==> config.mk <==
export PLATFORM = sky130hd
export DESIGN_NAME = byte_level_token_decoder
export DESIGN_NICKNAME = d
export VERILOG_FILES = /design/src/bltd_pkg.sv /design/src/bltd_decode.sv /design/src/bltd_outbuf.sv /design/src/byte_level_token_decoder.sv
export SDC_FILE = /design/constraint.sdc
export NUM_CORES = 1
export LEC_CHECK = 0
export BUFFER_PORTS_ARGS = -buffer_cell sky130_fd_sc_hd__buf_4
export CAP_MARGIN = 10
export CORE_ASPECT_RATIO = 1.75
export CORE_MARGIN = 2
export CORE_UTILIZATION = 55
export CTS_CLUSTER_SIZE = 10
export DETAILED_ROUTE_END_ITERATION = 10
export HOLD_SLACK_MARGIN = 0.02
export PLACE_DENSITY_LB_ADDON = 0.12
export RECOVER_POWER = 100
export SYNTH_ARGS = -nofsm -noshare
export SYNTH_HDL_FRONTEND = slang
export SYNTH_HIERARCHICAL = 1
export SYNTH_SLANG_ARGS = --single-unit
==> constraint.sdc <==
create_clock -name clk_i -period 5.4 [get_ports clk_i]
set_input_delay 1.08 -clock clk_i [delete_from_list [all_inputs] [get_ports clk_i]]
set_output_delay 1.08 -clock clk_i [all_outputs]
set_load 0.02 [all_outputs]
==> src/bltd_pkg.sv <==
// ----------------------------------------------------------------------------
// bltd_pkg: shared types and constants of the byte-level token decoder
// Holds the transfer payloads, the result set passed between the decode stage
// and the output buffer, and the code point to byte mapping.
// ----------------------------------------------------------------------------
package bltd_pkg;

  // One input transfer: a byte of the token string and its end flag.
  typedef struct packed {
    logic [7:0] data_byte;
    logic       string_end;
  } in_t;

  // One output transfer: a decoded raw byte and its end flag.
  typedef struct packed {
    logic [7:0] out_byte;
    logic       out_last;
  } out_t;

  // Results caused by one input byte, first result in entry 0.
  typedef struct packed {
    logic [2:0][7:0] bytes;
    logic [1:0]      num;
    logic            last;
  } res_set_t;

  // Output buffer status seen by the top level.
  typedef struct packed {
    logic can_load;
    logic busy;
  } buf_stat_t;

  // Number of bytes held in the pending buffer.
  localparam logic [1:0] PEND_NONE = 2'd0;
  localparam logic [1:0] PEND_LEAD = 2'd1;
  localparam logic [1:0] PEND_BOTH = 2'd2;

  // Lead byte patterns and payload masks.
  localparam logic [7:0] LEAD2_MASK = 8'hE0;
  localparam logic [7:0] LEAD2_CODE = 8'hC0;
  localparam logic [7:0] LEAD3_MASK = 8'hF0;
  localparam logic [7:0] LEAD3_CODE = 8'hE0;
  localparam logic [7:0] LEAD2_BITS = 8'h1F;
  localparam logic [7:0] LEAD3_BITS = 8'h0F;
  localparam logic [7:0] FOLLOW_BITS = 8'h3F;

  // Code point ranges that map straight to a byte.
  localparam logic [15:0] CP_LOW_FIRST  = 16'd33;
  localparam logic [15:0] CP_LOW_LAST   = 16'd126;
  localparam logic [15:0] CP_MID_FIRST  = 16'd161;
  localparam logic [15:0] CP_MID_LAST   = 16'd172;
  localparam logic [15:0] CP_HIGH_FIRST = 16'd174;
  localparam logic [15:0] CP_HIGH_LAST  = 16'd255;
  localparam logic [15:0] CP_SHIFTED    = 16'd256;
  localparam logic [15:0] IDX_CTRL_LAST = 16'd32;
  localparam logic [15:0] IDX_DEL_LAST  = 16'd66;
  localparam logic [7:0]  IDX_DEL_OFFS  = 8'd94;
  localparam logic [7:0]  BYTE_SOFT_HY  = 8'd173;

  // Maps a code point to a byte; bit 8 is set when the mapping applies.
  function automatic logic [8:0] map_point(input logic [15:0] cp);
    logic [15:0] idx;
    logic [8:0]  res;
    idx = cp - CP_SHIFTED;
    res = 9'd0;
    if ((cp >= CP_LOW_FIRST && cp <= CP_LOW_LAST) ||
        (cp >= CP_MID_FIRST && cp <= CP_MID_LAST) ||
        (cp >= CP_HIGH_FIRST && cp <= CP_HIGH_LAST)) begin
      res = {1'b1, cp[7:0]};
    end else if (cp >= CP_SHIFTED) begin
      if (idx <= IDX_CTRL_LAST) begin
        res = {1'b1, idx[7:0]};
      end else if (idx <= IDX_DEL_LAST) begin
        res = {1'b1, idx[7:0] + IDX_DEL_OFFS};
      end else begin
        res = {1'b1, BYTE_SOFT_HY};
      end
    end
    return res;
  endfunction

endpackage

==> src/bltd_decode.sv <==
// ----------------------------------------------------------------------------
// bltd_decode: sequence assembly and code point mapping
// Holds the pending lead byte and first follower, and works out the result
// set that the current byte causes. The pending state moves on advance_i.
// ----------------------------------------------------------------------------
module bltd_decode (
  input  logic               clk_i,
  input  logic               rst_ni,
  input  logic               advance_i,
  input  bltd_pkg::in_t      item_i,
  output bltd_pkg::res_set_t res_o
);
  import bltd_pkg::*;

  logic [1:0] pend_cnt_q, pend_cnt_d;
  logic [7:0] lead_q, lead_d;
  logic [7:0] fol_q, fol_d;

  logic [7:0]  x;
  logic        str_end;
  logic        is_lead2_x, is_lead3_x, is_lead2_p;
  logic [15:0] cp2, cp3;
  logic [8:0]  map2, map3;
  res_set_t    res;

  assign x       = item_i.data_byte;
  assign str_end = item_i.string_end;

  assign is_lead2_x = (x & LEAD2_MASK) == LEAD2_CODE;
  assign is_lead3_x = (x & LEAD3_MASK) == LEAD3_CODE;
  assign is_lead2_p = (lead_q & LEAD2_MASK) == LEAD2_CODE;

  // Code points of a completed two or three byte sequence.
  assign cp2 = {5'd0, lead_q[4:0] & LEAD2_BITS[4:0], x[5:0] & FOLLOW_BITS[5:0]};
  assign cp3 = {lead_q[3:0] & LEAD3_BITS[3:0], fol_q[5:0] & FOLLOW_BITS[5:0],
                x[5:0] & FOLLOW_BITS[5:0]};
  assign map2 = map_point(cp2);
  assign map3 = map_point(cp3);

  // Result set and next pending state.
  always_comb begin
    res        = '0;
    pend_cnt_d = PEND_NONE;
    lead_d     = lead_q;
    fol_d      = fol_q;
    unique case (pend_cnt_q)
      PEND_NONE: begin
        if ((is_lead2_x || is_lead3_x) && !str_end) begin
          lead_d     = x;
          pend_cnt_d = PEND_LEAD;
        end else begin
          res.bytes[0] = x;
          res.num      = 2'd1;
        end
      end
      PEND_LEAD: begin
        if (is_lead2_p) begin
          if (map2[8]) begin
            res.bytes[0] = map2[7:0];
            res.num      = 2'd1;
          end else begin
            res.bytes[0] = lead_q;
            res.bytes[1] = x;
            res.num      = 2'd2;
          end
        end else if (str_end) begin
          res.bytes[0] = lead_q;
          res.bytes[1] = x;
          res.num      = 2'd2;
        end else begin
          fol_d      = x;
          pend_cnt_d = PEND_BOTH;
        end
      end
      default: begin
        if (map3[8]) begin
          res.bytes[0] = map3[7:0];
          res.num      = 2'd1;
        end else begin
          res.bytes[0] = lead_q;
          res.bytes[1] = fol_q;
          res.bytes[2] = x;
          res.num      = 2'd3;
        end
      end
    endcase
    if (str_end) begin
      pend_cnt_d = PEND_NONE;
    end
    res.last = str_end;
  end

  assign res_o = res;

  // Pending count.
  always_ff @(posedge clk_i or negedge rst_ni) begin
    if (!rst_ni) begin
      pend_cnt_q <= PEND_NONE;
    end else if (advance_i) begin
      pend_cnt_q <= pend_cnt_d;
    end
  end

  // Pending bytes; only read while the count says they are held.
  always_ff @(posedge clk_i) begin
    if (advance_i) begin
      lead_q <= lead_d;
      fol_q  <= fol_d;
    end
  end

endmodule

==> src/bltd_outbuf.sv <==
// ----------------------------------------------------------------------------
// bltd_outbuf: result register
// Holds the up to three results of one input byte and hands them out one
// transfer per cycle while the receiver does not stall, first result first.
// ----------------------------------------------------------------------------
module bltd_outbuf (
  input  logic                clk_i,
  input  logic                rst_ni,
  input  logic                load_i,
  input  bltd_pkg::res_set_t  res_i,
  output bltd_pkg::buf_stat_t stat_o,
  output logic                out_valid_o,
  input  logic                out_stall_i,
  output bltd_pkg::out_t      out_data_o
);
  import bltd_pkg::*;

  logic [1:0]      num_q, num_d;
  logic [2:0][7:0] bytes_q, bytes_d;
  logic            end_q, end_d;
  logic            out_xfer, can_load, do_load;

  assign out_valid_o = num_q != 2'd0;
  assign out_xfer    = out_valid_o && !out_stall_i;
  // Free now, or the last held result leaves in this cycle.
  assign can_load    = (num_q == 2'd0) || (num_q == 2'd1 && out_xfer);
  assign do_load     = load_i && can_load;

  assign stat_o.can_load = can_load;
  assign stat_o.busy     = out_valid_o;

  assign out_data_o.out_byte = bytes_q[0];
  assign out_data_o.out_last = end_q && (num_q == 2'd1);

  // Load a new set, or shift out the result just taken.
  always_comb begin
    num_d   = num_q;
    bytes_d = bytes_q;
    end_d   = end_q;
    if (do_load) begin
      num_d   = res_i.num;
      bytes_d = res_i.bytes;
      end_d   = res_i.last;
    end else if (out_xfer) begin
      num_d      = num_q - 2'd1;
      bytes_d[0] = bytes_q[1];
      bytes_d[1] = bytes_q[2];
    end
  end

  always_ff @(posedge clk_i or negedge rst_ni) begin
    if (!rst_ni) begin
      num_q <= 2'd0;
    end else begin
      num_q <= num_d;
    end
  end

  always_ff @(posedge clk_i) begin
    bytes_q <= bytes_d;
    end_q   <= end_d;
  end

endmodule

==> src/byte_level_token_decoder.sv <==
// ----------------------------------------------------------------------------
// byte_level_token_decoder: byte-level BPE token string decoder
// Turns the byte-level spelling of a token string back into raw bytes.
// ----------------------------------------------------------------------------
// Usage:
//   The input channel carries one byte of a token string per transfer, with
//   string_end set on its final byte. The output channel carries the decoded
//   raw bytes, with out_last set on the final byte decoded for a string.
//   An input byte gives no result (a buffered lead or follower byte), one, or up to three
//   (an unmapped sequence copied raw).
//   A byte passes through the input register and then the result register
//   before its first result is offered; either can hold it under a stall.
//   Throughput: one input byte per cycle while each byte gives at most one
//   result and the receiver does not stall; a byte that gives several
//   results holds the input until the single result register has drained
//   them, one transfer per unstalled cycle.
//   When the receiver stalls, the result register holds its bytes and the
//   input side stalls once both the input and the result registers are full.
//   Reset empties both registers and the pending sequence buffer.
// ----------------------------------------------------------------------------
module byte_level_token_decoder (
  input  logic           clk_i,
  input  logic           rst_ni,
  input  logic           in_valid_i,
  output logic           in_stall_o,
  input  bltd_pkg::in_t  in_data_i,
  output logic           out_valid_o,
  input  logic           out_stall_i,
  output bltd_pkg::out_t out_data_o
);
  import bltd_pkg::*;

  logic      s1_valid_q, s1_valid_d;
  in_t       s1_q;
  logic      in_xfer, s1_adv;
  res_set_t  res_set;
  buf_stat_t buf_stat;

  // Input register moves on when the result register can take its set.
  assign s1_adv     = s1_valid_q && buf_stat.can_load;
  assign in_stall_o = s1_valid_q && !buf_stat.can_load;
  assign in_xfer    = in_valid_i && !in_stall_o;
  assign s1_valid_d = in_xfer || (s1_valid_q && !s1_adv);

  always_ff @(posedge clk_i or negedge rst_ni) begin
    if (!rst_ni) begin
      s1_valid_q <= 1'b0;
    end else begin
      s1_valid_q <= s1_valid_d;
    end
  end

  always_ff @(posedge clk_i) begin
    if (in_xfer) begin
      s1_q <= in_data_i;
    end
  end

  bltd_decode u_decode (
    .clk_i     (clk_i),
    .rst_ni    (rst_ni),
    .advance_i (s1_adv),
    .item_i    (s1_q),
    .res_o     (res_set)
  );

  bltd_outbuf u_outbuf (
    .clk_i       (clk_i),
    .rst_ni      (rst_ni),
    .load_i      (s1_adv),
    .res_i       (res_set),
    .stat_o      (buf_stat),
    .out_valid_o (out_valid_o),
    .out_stall_i (out_stall_i),
    .out_data_o  (out_data_o)
  );

`ifndef NO_ASSERTIONS
  // The input only stalls behind a held byte.
  assert property (@(posedge clk_i) disable iff (!rst_ni)
    in_stall_o |-> s1_valid_q)
    else $error("input stalled with an empty input register");

  // A byte that cannot move on keeps its value.
  assert property (@(posedge clk_i) disable iff (!rst_ni)
    (s1_valid_q && !s1_adv) |=> (s1_valid_q && $stable(s1_q)))
    else $error("held input byte lost or changed");

  // A result register that cannot load is offering a result.
  assert property (@(posedge clk_i) disable iff (!rst_ni)
    !buf_stat.can_load |-> (buf_stat.busy && out_valid_o))
    else $error("result register blocked while empty");

  // A stalled output transfer stays offered and unchanged.
  assert property (@(posedge clk_i) disable iff (!rst_ni)
    (out_valid_o && out_stall_i) |=> (out_valid_o && $stable(out_data_o)))
    else $error("stalled output transfer dropped or changed");
`endif

endmodule

==> metrics.md <==
| Metric | Value |
|---|---|
| Worst hold slack | approximately 0.54 ns |
| Clock Power Share | approximately 20% |
| Root cell of the clock tree | clkbuf_16 |
| Post-Syn Area | just under 0.004 sq mm |
| HPWL Detailed | between 7000 and 8000 microns |
| CTS tree | yes |
| Avg Inst Size Synth | between 10 and 15 sq um |
| Yosys Warn Count | 6 |
| CP max stage cell | clkbuf_1 |
| Pwr Density | around 450 mW/mm^2 |
| DIE AREA | ~0.0077 sq mm |
| Vias per cell | slightly below 7 |
| Routability cong. | 0.9620 |
| Storage cell area | between 0.0015 and 0.002 sq mm |
| Reg-to-Reg Start | s1_q[6]$_DFFE_PP_ |
| Layout area overhead | 4.001% |
| Crit path kind | flop to flop |
| Num CTS Buffers | 5 |
| Pleak | about 1.5 nW |
| Worst Hold Class | flop to flop |
| Failing checks | max-capacitance violations, max-slew violations |
| Total core area | a little under 0.007 sq mm |
| Final setup viols | 0 |
| DR WL/cell | ~22 microns |
| Max Freq | roughly 210 MHz |
| GRT overflow | 0 |
| DR vias | 3094 |
| Die Wd | around 67 microns |
| Dpl cell area | about 0.0040 sq mm |
| Number of nets in the layout | around 400 |
| Worst Path Max Fanout | 30 |
| First-pass GRT wire length | 15680 microns |
| Number of port buffers | 23 |
| Die height | 114.6 microns |
| Comb power frac | ~38% |
| WL final | a little over 10000 microns |
| Final Skew | between 0.004 and 0.005 ns |
| I/O pin count | 24 |
| Status | finished with violations |
| H-tree depth | 2 |
| Req. time, crit path | around 5.4 ns |
| Final Hold Viols | 0 |
| Post-Synthesis Cells | around 370 |
| First DRT Iteration DRCs | about 330 |
| Setup WS post-layout | 0.7341 ns |
| Fill cells | 648 |
| Setup bufs post-CTS | 0 |
| Slew Limit Fails | 30 |
| DRC errors left | 0 |
| Max clock buf depth | 2 |
| Sequential power share | about 42% |
| Largest net degree at the start of global routing | 31 |
| Startpoint Class | flop |
| Total GRT Usage | 28.09% |
| Critical path endpoint | u_outbuf/out_data_o[6]$_DFFE_PP_ |
| Max Cap Viol | 2 |
| Initial Utilization | between 50% and 60% |
| Num rows | 40 |
| Worst setup EP type | flop |
| Initial antenna violation count | 0 |
| CP peak stage delay | between 0.9 and 1 ns |
| P_int | between 1 and 1.5 mW |
| Area of the multi-input gates | around 0.0019 sq mm |
| Drt pass-1 iters | 4 |
| Tot Pwr | between 1.5 and 2 mW |
| NetSw | ~650 uW |
| Final Cell Area | about 0.0040 sq mm |
| CP cell instances | clkbuf_1 > nand2_1 > or3_1 > a32oi_1 > o31ai_2 > o21a_1 > a2111oi_0 > o221ai_1 > mux2_1 |
| Fin crit share | between 80% and 90% |
| Worst vdd ir | ~0.22 mV |
| Slew HR | -86.54% |
| Sink Count | 55 |
| WP data arrival | 4.71 ns |
| Syn nets | 400 |
| Sw Ratio | roughly 36% |
| RSZ-0062 raised after global routing | no |
| CTS resizes | 0 |
| Vias in the first global route | 2978 |
| CP Launch Point | s1_q[6]$_DFFE_PP_ |
| Fin crit period | 4.666 ns |
| Share of layout cells above drive strength 1 | a little over a tenth |
| Clock Latency Late Sink | between 0.2 and 0.3 ns |
| Worst Tran Pin Value | between 2 and 3 ns |
| R2R cell count | 9 |
| Clk pin slew, worst setup/hold paths | around 0.07 ns |
| Diodes inserted | 0 |
| R2r endpoint | u_outbuf/out_data_o[6]$_DFFE_PP_ |
| CTS Hold Buffers Added | 0 |
| Worst slack, placed | 0.9430 ns |
| Setup TNS | 0 ns |
| Reg2Reg Setup Slack | roughly 0.73 ns |
| Detail Route Antenna Nets | 0 |
==> cells in the final DEF, fill, tap and decap left out, types with 4 or more instances in the layout <==
cell type  instances
inv_1             19
clkbuf_16          5
o22ai_1            4
dfrtp_1            5
mux2_4             4
and3_1             6
a22oi_1            4
a31oi_1            5
mux2_2             9
o211ai_1           4
ha_1              13
nor2_1            17
or2_2              4
nand2_1           26
edfxtp_1          50
nor2b_1            5
a21oi_1           20
a22o_1             8
and2_0             5
mux2_1             5
o2111ai_1          5
clkbuf_1          17
nor3_1            13
clkbuf_4          10
and2_1             6
o21ai_0           18
nor4_1             7
a21o_1             5
or3_1              5
nand3_1            6
==> registers in the layout (all words and copies together) (netlist names) <==
name                 count
u_decode/lead_q          8
u_outbuf/out_data_o      8
s1_valid_q               1
u_outbuf/end_q           1
s1_q                     9
u_outbuf/bytes_q        16
u_decode/pend_cnt_q      2
u_outbuf/num_q           2
u_decode/fol_q           8
==> routing by layer <==
metal	GRT usage [%]	wire (microns)	vias up
met2	48.58	5292	118
met5	0	0	-
met3	3.540	447	41
met1	31.68	3854	1498
li1	-	-	1437
met4	17.41	622	0
==> worst min path at each step <==
stage	startpoint	endpoint	slack (ns)	cells after the start
floorplan	s1_q[6]$_DFFE_PP_	u_decode/fol_q[5]$_DFFE_PP_	0.44	0
global placement	s1_valid_q$_DFF_PN0_	s1_valid_q$_DFF_PN0_	0.52	2
detailed placement	s1_valid_q$_DFF_PN0_	s1_valid_q$_DFF_PN0_	0.54	2
CTS	s1_valid_q$_DFF_PN0_	s1_valid_q$_DFF_PN0_	0.55	2
global route	u_outbuf/bytes_q[21]$_DFFE_PP_	u_outbuf/bytes_q[13]$_DFFE_PP_	0.57	1
finish	s1_valid_q$_DFF_PN0_	s1_valid_q$_DFF_PN0_	0.54	2
==> stage by stage <==
step | util [%] | instances
6_report | 58.77 | 460
5_1_grt | 58.77 | 460
4_1_cts | 60.55 | 460
3_5_place_dp | 58.16 | 452
3_3_place_gp | 58.16 | 452
2_1_floorplan | - | 374
==> final cells by class <==
| class | instances | area share [%] |
|---|---|---|
| Clock buffer | 7 | 3.316 |
| Clock inverter | 1 | 0.7507 |
| Inverter | 19 | 1.783 |
| Multi-Input combinational cell | 267 | 47.20 |
| Sequential cell | 55 | 40.66 |
| Tap cell | 84 | 2.627 |
| Timing Repair Buffer | 27 | 3.660 |
==> worst max-delay path: cells and delay by family, from the launching register on <==
| kind | cells | cell delay, ns |
|---|---|---|
| AOI/OAI and AO/OA | 5 | 1.97 |
| buffers and inverters | 1 | 0.94 |
| and+or+nand+nor | 2 | 0.79 |
| muxes | 1 | 0.37 |
| DFF | 1 | 0.32 |
==> power by group through the flow <==
stage / logic [mW] / clock network (mW) / registers, mW
2_1_floorplan: 0.654 / 0 / 0.691
3_3_place_gp: 0.735 / 0 / 0.769
3_5_place_dp: 0.748 / 0 / 0.769
4_1_cts: 0.752 / 0.367 / 0.762
5_1_grt: 0.732 / 0.380 / 0.776
6_report: 0.671 / 0.360 / 0.760
(Power assumes the default switching activity.)
